**src/hdl/lmps_pkg.sv**
```systemverilog
package lmps_pkg;

  // Default geometry of the matrix.
  localparam int COLUMNS_DEF  = 8;
  localparam int CHANNELS_DEF = 15;

  // Fixed field widths of the streaming ports.
  localparam int OP_W       = 2;
  localparam int COORD_W    = 3;
  localparam int BYTE_W     = 8;
  localparam int DRIVE_W    = 15;
  localparam int IN_DATA_W  = 32;
  localparam int OUT_DATA_W = 24;

  // A column lasts until the tick count reaches this value.
  localparam logic [3:0] TICK_LAST = 4'd15;
  // Largest counter value that still lights its channel.
  localparam logic [BYTE_W-1:0] PWM_MAX = 8'd15;

  typedef enum logic [OP_W-1:0] {
    OP_TICK  = 2'd0,
    OP_WRITE = 2'd1,
    OP_CLEAR = 2'd2,
    OP_NOP   = 2'd3
  } op_t;

  typedef enum logic [1:0] {
    ACT_NONE  = 2'd0,
    ACT_SHIFT = 2'd1,
    ACT_RESET = 2'd2
  } act_t;

  typedef enum logic [2:0] {
    ST_CLEAR,
    ST_IDLE,
    ST_WRITE,
    ST_TICK,
    ST_DRAIN,
    ST_FINISH
  } state_t;

endpackage

```
**src/hdl/lmps_ram.sv**
```systemverilog
module lmps_ram #(
  parameter int DEPTH = 8,
  parameter int AW    = 3,
  parameter int DW    = 8
) (
  input  logic          clk,
  input  logic          we,
  input  logic [AW-1:0] waddr,
  input  logic [DW-1:0] wdata,
  input  logic          re,
  input  logic [AW-1:0] raddr,
  output logic [DW-1:0] rdata
);

  logic [DW-1:0] mem [DEPTH];

  // One write port and one registered read port.
  always_ff @(posedge clk) begin
    if (we) begin
      mem[waddr] <= wdata;
    end
    if (re) begin
      rdata <= mem[raddr];
    end
  end

endmodule

```
**src/hdl/lmps_seq.sv**
```systemverilog
module lmps_seq #(
  parameter int COLUMNS  = lmps_pkg::COLUMNS_DEF,
  parameter int CHANNELS = lmps_pkg::CHANNELS_DEF,
  parameter int AW       = $clog2(COLUMNS * CHANNELS),
  parameter int CW       = $clog2(CHANNELS)
) (
  input  logic                          clk,
  input  logic                          rst,
  // Input transaction
  input  logic                          in_valid,
  output logic                          in_ready,
  input  lmps_pkg::op_t                 in_op,
  input  logic [lmps_pkg::COORD_W-1:0]  in_column,
  input  logic [lmps_pkg::COORD_W-1:0]  in_row,
  input  logic [lmps_pkg::BYTE_W-1:0]   in_red,
  input  logic [lmps_pkg::BYTE_W-1:0]   in_blue,
  input  logic [lmps_pkg::BYTE_W-1:0]   in_green,
  // Result toward the output register
  output logic                          res_valid,
  input  logic                          res_ready,
  output logic [CHANNELS-1:0]           res_drive,
  output lmps_pkg::act_t                res_action,
  // Frame store port
  output logic                          fs_we,
  output logic [AW-1:0]                 fs_waddr,
  output logic [lmps_pkg::BYTE_W-1:0]   fs_wdata,
  output logic                          fs_re,
  output logic [AW-1:0]                 fs_raddr,
  input  logic [lmps_pkg::BYTE_W-1:0]   fs_rdata,
  // Channel counter port
  output logic                          cnt_we,
  output logic [CW-1:0]                 cnt_waddr,
  output logic [lmps_pkg::BYTE_W-1:0]   cnt_wdata,
  output logic                          cnt_re,
  output logic [CW-1:0]                 cnt_raddr,
  input  logic [lmps_pkg::BYTE_W-1:0]   cnt_rdata
);

  localparam int DEPTH = COLUMNS * CHANNELS;
  localparam int COLW  = $clog2(COLUMNS);

  lmps_pkg::state_t state, state_next;

  logic [AW-1:0]                sweep;
  logic                         sweep_rst;
  logic                         sweep_last;
  logic [COLW-1:0]              col_idx;
  logic [AW-1:0]                frame_base;
  logic [AW-1:0]                rd_base;
  logic [3:0]                   tick_count;
  logic                         reload;
  logic [CW-1:0]                chan;
  logic                         p_valid;
  logic [CW-1:0]                p_idx;
  logic [CHANNELS-1:0]          drive;
  lmps_pkg::act_t               action;
  logic [AW-1:0]                wr_addr;
  logic [1:0]                   wr_k;
  logic [lmps_pkg::BYTE_W-1:0]  wr_red;
  logic [lmps_pkg::BYTE_W-1:0]  wr_blue;
  logic [lmps_pkg::BYTE_W-1:0]  wr_green;
  logic                         accept;
  logic                         wr_ok;
  logic [AW-1:0]                wr_base;
  logic [lmps_pkg::BYTE_W-1:0]  cur;

  assign accept     = in_valid && in_ready;
  assign sweep_last = (sweep == AW'(DEPTH - 1));

  // Range check and base address of a pixel write.
  assign wr_ok   = ({3'b000, in_column} < 6'(COLUMNS)) &&
                   ((7'(in_row) * 7'd3 + 7'd2) < 7'(CHANNELS));
  assign wr_base = AW'(AW'(in_column) * AW'(CHANNELS)) + AW'(AW'(in_row) * AW'(3));

  // Counter value in the shared unit: fresh from the store on a reload.
  assign cur = reload ? fs_rdata : cnt_rdata;

  // State register.
  always_ff @(posedge clk) begin
    if (rst) begin
      state <= lmps_pkg::ST_CLEAR;
    end else begin
      state <= state_next;
    end
  end

  // Next state and memory port control.
  always_comb begin
    state_next = state;
    in_ready   = 1'b0;
    res_valid  = 1'b0;
    fs_we      = 1'b0;
    fs_waddr   = wr_addr;
    fs_wdata   = '0;
    fs_re      = 1'b0;
    fs_raddr   = rd_base + AW'(chan);
    cnt_re     = 1'b0;
    cnt_raddr  = chan;
    cnt_we     = p_valid;
    cnt_waddr  = p_idx;
    cnt_wdata  = cur - 8'd1;
    case (state)
      lmps_pkg::ST_CLEAR: begin
        fs_we     = 1'b1;
        fs_waddr  = sweep;
        cnt_we    = sweep_rst && (sweep < AW'(CHANNELS));
        cnt_waddr = sweep[CW-1:0];
        cnt_wdata = '0;
        if (sweep_last) begin
          state_next = sweep_rst ? lmps_pkg::ST_IDLE : lmps_pkg::ST_FINISH;
        end
      end
      lmps_pkg::ST_IDLE: begin
        in_ready = 1'b1;
        if (in_valid) begin
          case (in_op)
            lmps_pkg::OP_TICK:  state_next = lmps_pkg::ST_TICK;
            lmps_pkg::OP_WRITE: state_next = wr_ok ? lmps_pkg::ST_WRITE : lmps_pkg::ST_FINISH;
            lmps_pkg::OP_CLEAR: state_next = lmps_pkg::ST_CLEAR;
            default:            state_next = lmps_pkg::ST_FINISH;
          endcase
        end
      end
      lmps_pkg::ST_WRITE: begin
        fs_we = 1'b1;
        case (wr_k)
          2'd0:    fs_wdata = wr_blue;
          2'd1:    fs_wdata = wr_red;
          default: fs_wdata = wr_green;
        endcase
        if (wr_k == 2'd2) begin
          state_next = lmps_pkg::ST_FINISH;
        end
      end
      lmps_pkg::ST_TICK: begin
        fs_re  = reload;
        cnt_re = !reload;
        if (chan == CW'(CHANNELS - 1)) begin
          state_next = lmps_pkg::ST_DRAIN;
        end
      end
      lmps_pkg::ST_DRAIN: begin
        state_next = lmps_pkg::ST_FINISH;
      end
      lmps_pkg::ST_FINISH: begin
        res_valid = 1'b1;
        if (res_ready) begin
          state_next = lmps_pkg::ST_IDLE;
        end
      end
      default: begin
        state_next = lmps_pkg::ST_IDLE;
      end
    endcase
  end

  // Sequencer datapath: sweep, column stepping, write latch and the shared unit.
  always_ff @(posedge clk) begin
    if (rst) begin
      sweep      <= '0;
      sweep_rst  <= 1'b1;
      col_idx    <= '0;
      frame_base <= '0;
      tick_count <= '0;
      reload     <= 1'b0;
      chan       <= '0;
      p_valid    <= 1'b0;
      drive      <= '0;
      action     <= lmps_pkg::ACT_NONE;
      wr_k       <= '0;
    end else begin
      p_valid <= (state == lmps_pkg::ST_TICK);
      p_idx   <= chan;

      // Shared compare and decrement: one channel per cycle.
      if (p_valid) begin
        drive[p_idx] <= (cur != '0) && (cur <= lmps_pkg::PWM_MAX);
      end

      case (state)
        lmps_pkg::ST_CLEAR: begin
          sweep <= sweep_last ? '0 : sweep + AW'(1);
          if (sweep_last) begin
            sweep_rst <= 1'b0;
          end
        end
        lmps_pkg::ST_IDLE: begin
          if (accept) begin
            action <= lmps_pkg::ACT_NONE;
            chan   <= '0;
            wr_k   <= '0;
            wr_addr  <= wr_base;
            wr_red   <= in_red;
            wr_blue  <= in_blue;
            wr_green <= in_green;
            if (in_op == lmps_pkg::OP_TICK) begin
              if (tick_count == lmps_pkg::TICK_LAST) begin
                reload     <= 1'b1;
                rd_base    <= frame_base;
                tick_count <= 4'd1;
                if (col_idx == COLW'(COLUMNS - 1)) begin
                  col_idx    <= '0;
                  frame_base <= '0;
                  action     <= lmps_pkg::ACT_RESET;
                end else begin
                  col_idx    <= col_idx + COLW'(1);
                  frame_base <= frame_base + AW'(CHANNELS);
                  action     <= lmps_pkg::ACT_SHIFT;
                end
              end else begin
                reload     <= 1'b0;
                tick_count <= tick_count + 4'd1;
              end
            end
          end
        end
        lmps_pkg::ST_WRITE: begin
          wr_k    <= wr_k + 2'd1;
          wr_addr <= wr_addr + AW'(1);
        end
        lmps_pkg::ST_TICK: begin
          chan <= chan + CW'(1);
        end
        default: begin
        end
      endcase
    end
  end

  assign res_drive  = drive;
  assign res_action = action;

endmodule

```
**src/hdl/led_matrix_pwm_scanner.sv**
```systemverilog
// Multiplexed RGB matrix scanner with per-channel PWM. Each input transaction
// (tuser selects tick, pixel write or clear-all) yields exactly one output
// transaction carrying the held drive bits and the column action. A tick walks
// the channel counters through one shared compare-and-decrement unit, one
// channel per cycle; a pixel write and a clear-all both go through the single
// write port of the frame store. After reset the block zeroes the frame store
// and the counters, with s_tready low. A finished result waits in the output
// register while the next transaction is accepted.
module led_matrix_pwm_scanner #(
  parameter int COLUMNS  = lmps_pkg::COLUMNS_DEF,
  parameter int CHANNELS = lmps_pkg::CHANNELS_DEF
) (
  input  logic                              clk,
  input  logic                              rst,
  input  logic                              s_tvalid,
  output logic                              s_tready,
  // column[2:0], row[5:3], red[13:6], blue[21:14], green[29:22], zero pad
  input  logic [lmps_pkg::IN_DATA_W-1:0]    s_tdata,
  // op[1:0]
  input  logic [lmps_pkg::OP_W-1:0]         s_tuser,
  output logic                              m_tvalid,
  input  logic                              m_tready,
  // row_drive[14:0], column_action[16:15], zero pad
  output logic [lmps_pkg::OUT_DATA_W-1:0]   m_tdata
);

  localparam int AW = $clog2(COLUMNS * CHANNELS);
  localparam int CW = $clog2(CHANNELS);
  localparam int DW = (CHANNELS < lmps_pkg::DRIVE_W) ? CHANNELS : lmps_pkg::DRIVE_W;

  logic                          res_valid;
  logic                          res_ready;
  logic [CHANNELS-1:0]           res_drive;
  lmps_pkg::act_t                res_action;
  logic                          fs_we;
  logic [AW-1:0]                 fs_waddr;
  logic [lmps_pkg::BYTE_W-1:0]   fs_wdata;
  logic                          fs_re;
  logic [AW-1:0]                 fs_raddr;
  logic [lmps_pkg::BYTE_W-1:0]   fs_rdata;
  logic                          cnt_we;
  logic [CW-1:0]                 cnt_waddr;
  logic [lmps_pkg::BYTE_W-1:0]   cnt_wdata;
  logic                          cnt_re;
  logic [CW-1:0]                 cnt_raddr;
  logic [lmps_pkg::BYTE_W-1:0]   cnt_rdata;
  logic [lmps_pkg::DRIVE_W-1:0]  row_drive;

  lmps_seq #(
    .COLUMNS  (COLUMNS),
    .CHANNELS (CHANNELS),
    .AW       (AW),
    .CW       (CW)
  ) u_seq (
    .clk        (clk),
    .rst        (rst),
    .in_valid   (s_tvalid),
    .in_ready   (s_tready),
    .in_op      (lmps_pkg::op_t'(s_tuser)),
    .in_column  (s_tdata[2:0]),
    .in_row     (s_tdata[5:3]),
    .in_red     (s_tdata[13:6]),
    .in_blue    (s_tdata[21:14]),
    .in_green   (s_tdata[29:22]),
    .res_valid  (res_valid),
    .res_ready  (res_ready),
    .res_drive  (res_drive),
    .res_action (res_action),
    .fs_we      (fs_we),
    .fs_waddr   (fs_waddr),
    .fs_wdata   (fs_wdata),
    .fs_re      (fs_re),
    .fs_raddr   (fs_raddr),
    .fs_rdata   (fs_rdata),
    .cnt_we     (cnt_we),
    .cnt_waddr  (cnt_waddr),
    .cnt_wdata  (cnt_wdata),
    .cnt_re     (cnt_re),
    .cnt_raddr  (cnt_raddr),
    .cnt_rdata  (cnt_rdata)
  );

  // Frame store: COLUMNS columns of CHANNELS intensity bytes.
  lmps_ram #(
    .DEPTH (COLUMNS * CHANNELS),
    .AW    (AW),
    .DW    (lmps_pkg::BYTE_W)
  ) u_frame (
    .clk   (clk),
    .we    (fs_we),
    .waddr (fs_waddr),
    .wdata (fs_wdata),
    .re    (fs_re),
    .raddr (fs_raddr),
    .rdata (fs_rdata)
  );

  // Per-channel PWM counters.
  lmps_ram #(
    .DEPTH (CHANNELS),
    .AW    (CW),
    .DW    (lmps_pkg::BYTE_W)
  ) u_counters (
    .clk   (clk),
    .we    (cnt_we),
    .waddr (cnt_waddr),
    .wdata (cnt_wdata),
    .re    (cnt_re),
    .raddr (cnt_raddr),
    .rdata (cnt_rdata)
  );

  // Only the low drive bits reach the port.
  assign row_drive = lmps_pkg::DRIVE_W'(res_drive[DW-1:0]);
  assign res_ready = !m_tvalid || m_tready;

  // Output register.
  always_ff @(posedge clk) begin
    if (rst) begin
      m_tvalid <= 1'b0;
    end else if (res_valid && res_ready) begin
      m_tvalid <= 1'b1;
    end else if (m_tready) begin
      m_tvalid <= 1'b0;
    end
  end

  always_ff @(posedge clk) begin
    if (res_valid && res_ready) begin
      m_tdata <= {7'b0000000, res_action, row_drive};
    end
  end

endmodule

```
**config.mk**
```make
export PLATFORM = sky130hd
export DESIGN_NAME = led_matrix_pwm_scanner
export DESIGN_NICKNAME = d
export VERILOG_FILES = /design/src/hdl/lmps_pkg.sv /design/src/hdl/lmps_ram.sv /design/src/hdl/lmps_seq.sv /design/src/hdl/led_matrix_pwm_scanner.sv
export SDC_FILE = /design/constraint.sdc
export NUM_CORES = 1
export LEC_CHECK = 0
export BUFFER_PORTS_ARGS = -buffer_cell sky130_fd_sc_hd__buf_2
export CORE_MARGIN = 1
export CORE_UTILIZATION = 36
export CTS_CLUSTER_DIAMETER = 80
export DETAILED_ROUTE_END_ITERATION = 10
export SLEW_MARGIN = 20
export SYNTH_ARGS = -nofsm -noshare
export SYNTH_HDL_FRONTEND = slang
export SYNTH_SLANG_ARGS = --single-unit
```
**constraint.sdc**
```tcl
create_clock -name clk -period 5.9 [get_ports clk]
set_clock_uncertainty 0.1 [all_clocks]
set_input_delay 0.885 -clock clk [delete_from_list [all_inputs] [get_ports clk]]
set_output_delay 0.885 -clock clk [all_outputs]
set_load 0.01 [all_outputs]
```
# Word-level counts from Yosys, hierarchy flattened
# Memories as Yosys holds them, arrays and structs flattened. A register that Yosys moved wholly into a read port is not among the register bits.
# Index checks and enable logic that the tools add are counted.
# word_totals
register_bits,110
mem_bits_rw,1080
in_bits,38
word_cells,130
n_memories,2
# op_classes
n_addsub,11
multipliers,2
magnitude_cmp,5
n_eq_ne,19
muxes,44
bitwise,1
n_reduce_logical,26
# mem_list
memory,words,word_bits,read_ports,rd_ports_with_merged_regs,wr,line,rtl
u_frame.mem,120,8,1,1,1,lmps_ram.sv:15,logic [DW-1:0] mem [DEPTH];
u_counters.mem,15,8,1,1,1,lmps_ram.sv:15,
# op_table
cell,n
7-bit 2-to-1 mux,4
3-bit 2-to-1 mux,8
8-bit 2-to-1 mux,3
3-bit one-hot mux with 6 select lines,1
8-bit one-hot mux with 2 select lines,1
15-bit bitwise mux,1
7-bit by 1-bit adder with 7-bit output (second input constant),2
7-bit by 4-bit less-than comparator with 1-bit output (second input constant),2
1-bit 2-to-1 mux,14
7-bit one-hot mux with 2 select lines,1
4-bit 2-to-1 mux,3
5-bit AND reduction,2
3-bit == test (second input constant),3
3-bit one-hot mux with 3 select lines,1
3-bit AND reduction,3
4-bit by 1-bit adder with 4-bit output (second input constant),2
4-bit == test (second input constant),2
8-bit by 4-bit <= comparator with 1-bit output (second input constant),1
2-bit 2-to-1 mux,4
2-bit by 1-bit inequality test with 1-bit output (second input constant),4
4-bit one-hot mux with 2 select lines,1
2-bit AND reduction,4
8-bit nonzero test,1
8-bit by 1-bit subtractor with 8-bit output (second input constant),1
27 further kinds,39

# Depth between registers and ports, before layout
# Gate-level depths: netlist of the first run.
# logic_depth
word_depth,7
mapped_depth,12

# By module
# A second synthesis of the first run with hierarchy kept.
# hier_totals
cells_unflattened,2583
hier_area_um2,48476.5
# by_module_without_submodules
mod,n_inst,cells_each,area_per_inst_um2,seq_area_each_um2
lmps_ram (u_frame),1,1771,37825.0,29067.9
lmps_seq,1,553,5083.6,2262.2
lmps_ram (u_counters),1,229,4946.0,3843.7
led_matrix_pwm_scanner,1,30,621.8,530.5

# Worst setup path before layout of the first run
# OpenSTA, ideal clock, no wires.
# synth_path
path_kind,reg2reg
startpoint,register u_seq.wr_k[0]
endpoint,"memory u_frame.mem[0][0], data pin"
setup_ns,0.847
arrival_ns,4.412
slack_ns,0.541
path_stages_with_launch,7
path_buffers,1
synth_period_minus_slack_ns,5.359
path_cell_list,dfxtp_1 > inv_1 > ha_1 > buf_1 > nor2_1 > nand2_1 > a21oi_1
# synth_between
elab_chain_cells,3
# synth_rtl
item,line,rtl
start: declaration,lmps_seq.sv:58,logic [1:0] wr_k;
start signal: assignment,lmps_seq.sv:218,wr_k <= wr_k + 2'd1;
2-bit by 1-bit == test with 1-bit output / 2-bit logical NOT (equally long branches),lmps_seq.sv:126,case (wr_k)
8-bit one-hot mux with 2 select lines (*),lmps_seq.sv:126,
8-bit 2-to-1 mux (*),lmps_seq.sv:102,case (state)
"net fs_wdata, one bit",led_matrix_pwm_scanner.sv:37,logic [lmps_pkg::BYTE_W-1:0] fs_wdata;
end: declaration,lmps_ram.sv:15,
# The timed path passes the listed nets; every way through them passes the cells marked *.

# Final worst setup path of the first run
# layout_path
startpoint,register u_seq.rd_base[0]
endpoint,"register u_frame.rdata[0] (read register of u_frame.mem), data pin"
# layout_between
elab_chain_cells,1
# layout_rtl
item,line,rtl
start: declaration,lmps_seq.sv:49,logic [AW-1:0] rd_base;
start signal: assignment,lmps_seq.sv:199,rd_base <= frame_base;
7-bit by 4-bit adder with 7-bit output,lmps_seq.sv:96,fs_raddr = rd_base + AW'(chan);
end: declaration,lmps_ram.sv:12,output logic [DW-1:0] rdata
# No other way between the ends.
# A chain may end at the register's enable or synchronous reset.

==> metrics, run 1 <==
outcome finished, violations left; failing checks design-rule violations; Fin. Hold Viols 0; fmax 0.221 GHz; Core Region 134000 um2; vias in the first global route 25334; Clk pin slew, worst setup/hold paths 0.06 ns; Critical Path Sink Type register; count of pins over their slew limit 0; drt wl/cell 24.2 um; post-layout util 41.2%; Power Dens Cells 335 nW/um2; share of layout cells above drive strength 1 24.0%; fin crit share 76.5%; DIE HEIGHT 369 um; setup repair bufs after CTS 0; HP Class in2reg; FF+latch count, synth 1206; CP peak stage delay 1.37 ns; max-capacitance violation count 0; Slowest cell on crit path fa_4; sw frac 22.3%; CTS tree done; fin crit period 4.52 ns; Seq/Total Area, Yosys 73.6%; predominant post-synthesis flop cell edfxtp_1; CTS Hold Bufs 0; IO Count 64; Root Driver clkbuf_16; WP data required 6.20 ns; row count 134; Die W 369 um; initial DRC count 2421; area delta synth->final 13.3%; worst path arrival time 4.81 ns; Startpoint Class register; RSZ-0062 raised after global routing false; routed via count 24276; Pleak 16.5 nW; Post-Route WL 110 mm; Pint 14.3 mW; nets@finish 2758; Starting Density 36.3%; diode count 0; largest net degree at the start of global routing 121; RePlAce Congestion 0.917; largest vdd supply drop 0.000254 V; port bufs 54; clock sink count 1206; CP most frequent cell mux4_2; Slew HR 22.2%; GRT Resource Usage Total 16.1%; switching pwr 4.11 mW; post-DP HPWL 70.7 mm; DRC errors left 4; critical path class reg2reg; grt ovf 0; CTS max path bufs 3; combinational power share 6.7%; Reg power frac 52.8%; first-pass GRT wire length 163 mm; post-cts sizing count 0; post-synthesis cell area 48500 um2; Gate Count Post-Synth 2566; Netlist cell types 72; final setup fails 0; filler instances 11592; initial antenna violation count 1; ys async rst share 0%; number of enable flip-flop cells after synthesis 1155; Clk Latency, worst-skew pair 0.70 ns; First-pass DRT Iterations 8; remaining antenna violation count 0; TritonCTS Buffers 117; Mapped Avg Cell Area 18.9 um2; die area 136000 um2; crit path cell chain ha_4 -> fa_4 -> buf_4 -> mux4_2 -> mux4_2 -> nand3b_1 -> o221ai_1 -> nor4_1; Clk pwr share 40.4%; crit path max fanout 48; vias per cell 5.34; TNS Setup 0 ns; Least-Margin Pin Slew 1.16 ns; CTS H-Tree Depth 3; Syn. warnings 0
==> flip-flops by register name (all words and copies together) (netlist names), 3 cells and up <==
signal	count
u_frame.rdata	8
u_seq.col_idx	3
u_seq.res_drive	15
u_seq.cnt_raddr	4
u_seq.wr_addr	7
u_frame.mem	960
u_seq.sweep	7
u_counters.mem	120
u_seq.wr_red	8
u_seq.tick_count	4
u_seq.rd_base	7
u_seq.p_idx	4
m_tdata	17
u_seq.wr_green	8
u_seq.frame_base	7
u_counters.rdata	8
u_seq.wr_blue	8
u_seq.state	3
==> Yosys cell counts (7+ instances only) <==
master	count	area [um2]
a21boi_1	7	52.6
a21oi_1	69	345
a221oi_1	7	61.3
a22oi_1	11	82.6
a31oi_1	18	113
a32oi_1	15	131
and3_1	10	62.6
buf_2	48	240
buf_4	30	225
buf_6	14	158
clkbuf_1	51	191
dfxtp_1	51	1020
edfxtp_1	1155	34700
fa_1	7	140
ha_1	30	375
inv_1	24	90.1
mux2i_1	38	380
mux4_2	301	6780
nand2_1	191	717
nand2b_1	10	62.6
nand3_1	44	220
nand3b_1	18	135
nand4_1	7	43.8
nor2_1	213	800
nor3_1	23	115
nor3b_1	7	52.6
o21ai_0	38	190
o221ai_1	7	61.3
o31ai_1	7	52.6
or3_1	10	62.6
xnor2_1	15	131
xor2_1	11	96.3
==> worst max-delay path: cells and delay by family, from the launching register on <==
kind | cells | cell delay [ns]
AO/OA/AOI/OAI | 1 | 0.27
adder cells (fa/ha/maj) | 2 | 1.56
buffers and inverters | 1 | 0.57
flip-flops | 1 | 0.42
multiplexers | 2 | 0.96
AND/OR/NAND/NOR | 2 | 0.30
==> layout by cell type, fill, tap and decap left out, types with 37 or more instances in the layout <==
| cell | n |
|---|---|
| edfxtp_1 | 1155 |
| clkbuf_16 | 122 |
| buf_2 | 54 |
| nand3_1 | 44 |
| nor2_1 | 211 |
| a21oi_1 | 61 |
| mux4_2 | 301 |
| o21ai_0 | 37 |
| dfxtp_1 | 49 |
| nand2_1 | 191 |
| mux2i_1 | 38 |
| buf_4 | 77 |
==> power groups by stage <==
stage,logic [mW],clock network [mW],registers (mW)
6_report,1.24,7.44,9.73
5_1_grt,1.32,7.89,9.74
3_3_place_gp,1.20,0,9.89
4_1_cts,1.24,7.57,9.73
2_1_floorplan,0.740,0,9.85
3_5_place_dp,1.23,0,9.91
==> per-layer routing <==
layer  vias up  global-route usage, %  wire (um)  share of wire, %
li1      10557                      -          -                 -
met1     12750                   21.3      45400                41
met2       820                   27.0      55100                50
met3       149                   2.35       6290               5.7
met4         0                   5.43       3000               2.7
met5         -                      0          0                 0
==> layout make-up <==
type / instances / area, um2 / area share [%]
Clock buffer: 139 / 3130 / 5.69
Tap cell: 1768 / 2210 / 4.02
Clock inverter: 74 / 721 / 1.31
Sequential cell: 1206 / 35700 / 64.9
Inverter: 24 / 90.1 / 0.164
Multi-Input combinational cell: 1194 / 12100 / 22.0
Timing Repair Buffer: 140 / 1030 / 1.87
==> per-stage QoR <==
stage | setup WS, ns | hold WS, ns | cells | power (mW) | cell area, um2
6_report | 1.38 | 0.267 | 4545 | 18.4 | 55000
5_1_grt | 1.26 | 0.239 | 4545 | 19.0 | 55000
4_1_cts | 1.37 | 0.217 | 4544 | 18.5 | 54900
3_5_place_dp | 1.38 | 0.314 | 4331 | 11.1 | 51100
3_3_place_gp | 1.43 | 0.316 | 4331 | 11.1 | 51100
2_1_floorplan | 0.541 | 0.302 | 2572 | 10.6 | 48600
==> cell families (layout without fill, tap and decap cells) <==
family,Yosys count,count (layout),share of synthesized area [%]
AND/OR/NAND/NOR,571,571,5.30
multiplexers,343,343,14.9
buffers and inverters,172,377,1.90
XOR/XNOR,27,27,0.526
AO/OA/AOI/OAI,209,209,2.78
adder cells (fa/ha/maj),37,37,1.06
other,1,7,0.00773
flip-flops,1206,1206,73.6
==> path summary, 6_finish.rpt <==
| path | start | endpoint | slack, ns | depth (start not counted) |
|---|---|---|---|---|
| hold reg to reg | u_seq.res_drive[5]$_SDFFE_PP0P_ | m_tdata[5]$_DFFE_PP_ | 0.33 | 0 |
| setup / recovery | u_seq.rd_base[0]$_DFFE_PP_ | u_frame.rdata[0]$_DFFE_PP_ | 1.38 | 8 |
| setup reg to reg | u_seq.rd_base[0]$_DFFE_PP_ | u_frame.rdata[0]$_DFFE_PP_ | 1.38 | 8 |
| hold / removal | s_tdata[13] | u_seq.wr_red[7]$_DFFE_PP_ | 0.27 | 1 |
(Power assumes the default switching activity.)
==> run 2, diff against run 1 <==
Settings changed: ABC_AREA set to 1.
Clock period 5.9 ns to 3.6 ns, I/O delays scaled along.
==> metrics, run 2 <==
outcome completed; vias in the first global route 33073; IO Count 64; post-synthesis cell area 51300 um2; Final Cell Area 59900 um2; first-pass GRT wire length 202 mm; largest net degree at the start of global routing 99; initial antenna violation count 0; largest registers u_frame.mem (960), u_counters.mem (120), m_tdata (17); fin crit share 96.6%; CTS max path bufs 3; WP data required 4.08 ns; drt wl/cell 18.8 um; clock sink count 1206; grt ovf 0; Reg-to-Reg End u_frame.rdata[1]$_DFFE_PP_; filler instances 13308; number of enable flip-flop cells after synthesis 1155; Mapped Avg Cell Area 10.6 um2; post-synth top area cell edfxtp_1; hold wc startpoint s_tuser[0]; worst path arrival time 3.96 ns; DP Worst Slack 0.136 ns; TNS Setup 0 ns; fmax 0.287 GHz; Core Region 142000 um2; Pleak 22.8 nW; ys async rst share 0%; row count 138; DRC errors left 0; port bufs 54; area delta synth->final 16.7%; HP Class in2reg; routed via count 34666; Clk Latency, worst-skew pair 0.75 ns; nets@finish 5132; First-pass DRT Iterations 5; commonest non-fill, non-tap cell in the layout nand2_1; post-DP HPWL 81.6 mm; max-capacitance violation count 0; worst-case reg-to-reg path depth 13; Final WS setup 0.121 ns; FF+latch count, synth 1206; RePlAce Congestion 0.837; Area contributors post-synth edfxtp_1 (68%), nand2_1 (11%), nor2_1 (3.9%), nand3_1 (3.9%), o21ai_0 (2.7%); Startpoint Class register; r2r setup slk 0.12 ns; remaining antenna violation count 0; DIE HEIGHT 380 um; Post-Route WL 133 mm; RSZ-0062 raised after global routing false; die area 144000 um2; Seq/Total Area, Yosys 69.6%; Syn. warnings 0; most frequent cells in the layout nand2_1 (1557), edfxtp_1 (1155), nor2_1 (536); Post-synth top cells nand2_1 (1558), edfxtp_1 (1155), nor2_1 (537); critical path class reg2reg; Starting Density 36.3%; Netlist cell types 49; initial DRC count 3277; GRT Resource Usage Total 18.1%; Hold Crit Depth 3; Die W 380 um; fin crit period 3.48 ns; count of pins over their slew limit 0; hold endpoint u_seq.state[0]$_SDFFE_PP0P_; CTS H-Tree Depth 3; crit path max fanout 27; vias per cell 4.92; Root Driver clkbuf_16; Power Dens Cells 550 nW/um2; DP Area 55700 um2; Critical Path Sink Type register; TritonCTS Buffers 119; max reg flops 960; share of layout cells above drive strength 1 10.8%; register area 35700 um2; Slew HR 24.7%; most frequent cell after synthesis nand2_1; diode count 0; CTS tree done; largest vdd supply drop 0.000386 V; Yosys top cell area share 67.6%; Least-Margin Pin Slew 1.12 ns; predominant post-synthesis flop cell edfxtp_1; Gate Count Post-Synth 4828; Biggest register u_frame.mem; Clk pin slew, worst setup/hold paths 0.06 ns; reg2reg start u_seq.rd_base[0]$_DFFE_PP_; final setup fails 0; Multi-input gate area 13400 um2; Fin. Hold Viols 0
==> run 2: cell count changes after synthesis, moves of 243 or more <==
cell | previous run | this run
mux4_2 | 301 | 0
nand2_1 | 191 | 1558
nor2_1 | 213 | 537
nand3_1 | 44 | 398
o21ai_0 | 38 | 281
inv_1 | 24 | 315
==> run 2: worst max-delay path by stage <==
stage	start	end	slack (ns)	cells after the start
floorplan	u_seq.state[2]$_SDFFE_PP0P_	u_frame.mem[0][0]$_DFFE_PP_	-0.24	5
global placement	s_tdata[3]	u_seq.wr_addr[6]$_DFFE_PP_	0.17	16
detailed placement	s_tdata[3]	u_seq.wr_addr[6]$_DFFE_PP_	0.14	16
CTS	u_seq.rd_base[0]$_DFFE_PP_	u_frame.rdata[0]$_DFFE_PP_	0.13	14
global route	u_seq.rd_base[0]$_DFFE_PP_	u_frame.rdata[0]$_DFFE_PP_	0.02	13
finish	u_seq.rd_base[0]$_DFFE_PP_	u_frame.rdata[1]$_DFFE_PP_	0.12	13
==> run 2: layout make-up <==
cell class,count,share of cell area [%]
Timing Repair Buffer,363,5.47
Clock inverter,75,1.28
Tap cell,1890,3.95
Inverter,323,2.06
Multi-Input combinational cell,3044,22.4
Sequential cell,1206,59.6
Clock buffer,149,5.28
==> run 2: worst max-delay path, stage by stage, from the launching register on <==
cell      delay [ns]
edfxtp_1        0.41
ha_4            0.19
fa_4            0.92
buf_4           0.16
buf_12          0.18
buf_12          0.21
nand3_1         0.10
nand2_1         0.08
nand2_1         0.06
nand3_1         0.16
nand3_1         0.20
nand3_1         0.16
nand3_1         0.19
nand2_1         0.18
==> run 2: where the power goes <==
group / total [mW] / switching [mW] / internal [mW]
sequential: 16.5 / 0.170 / 16.3
combinational: 3.97 / 2.94 / 1.04
clock: 12.5 / 5.34 / 7.16
total: 33.0 / 8.45 / 24.5
==> run 2: routing by layer <==
layer	part of all wire (%)	global-route usage (%)	routed length, um	up-vias
li1	-	-	-	16692
met1	44	24.9	57900	16698
met2	47	28.9	62000	1074
met3	6.5	2.81	8610	202
met4	3.0	6.37	4020	0
met5	0	0	0	-
==> run 2: kinds of logic after synthesis <==
| kind of cell | Yosys count | synth area share, % |
|---|---|---|
| xor+xnor | 12 | 0.205 |
| simple gates | 2544 | 19.8 |
| flops | 1206 | 69.6 |
| compound gates | 440 | 4.63 |
| fa+ha+maj | 37 | 1.00 |
| buf+inv | 584 | 4.72 |
| other cells | 1 | 0.00730 |
| mux | 4 | 0.0780 |
==> run 2: metrics by stage <==
stage,cells,power [mW],hold WS (ns),utilization (%)
3_3_place_gp,6800,20.7,0.313,39.4
5_1_grt,7050,34.0,0.0805,42.3
4_1_cts,7048,33.2,0.0226,42.3
3_5_place_dp,6800,20.7,0.313,39.4
2_1_floorplan,4834,18.9,0.303,-
6_report,7050,33.0,0.0653,42.3
==> run 2: repair_timing <==
action / 4_1_cts / 5_1_grt
endpoints found under the hold margin: 24 / 0
setup buffers: 0 / 2
hold buffers: 24 / 0
setup endpoints to repair: 0 / 1
gates resized for setup: 0 / 0
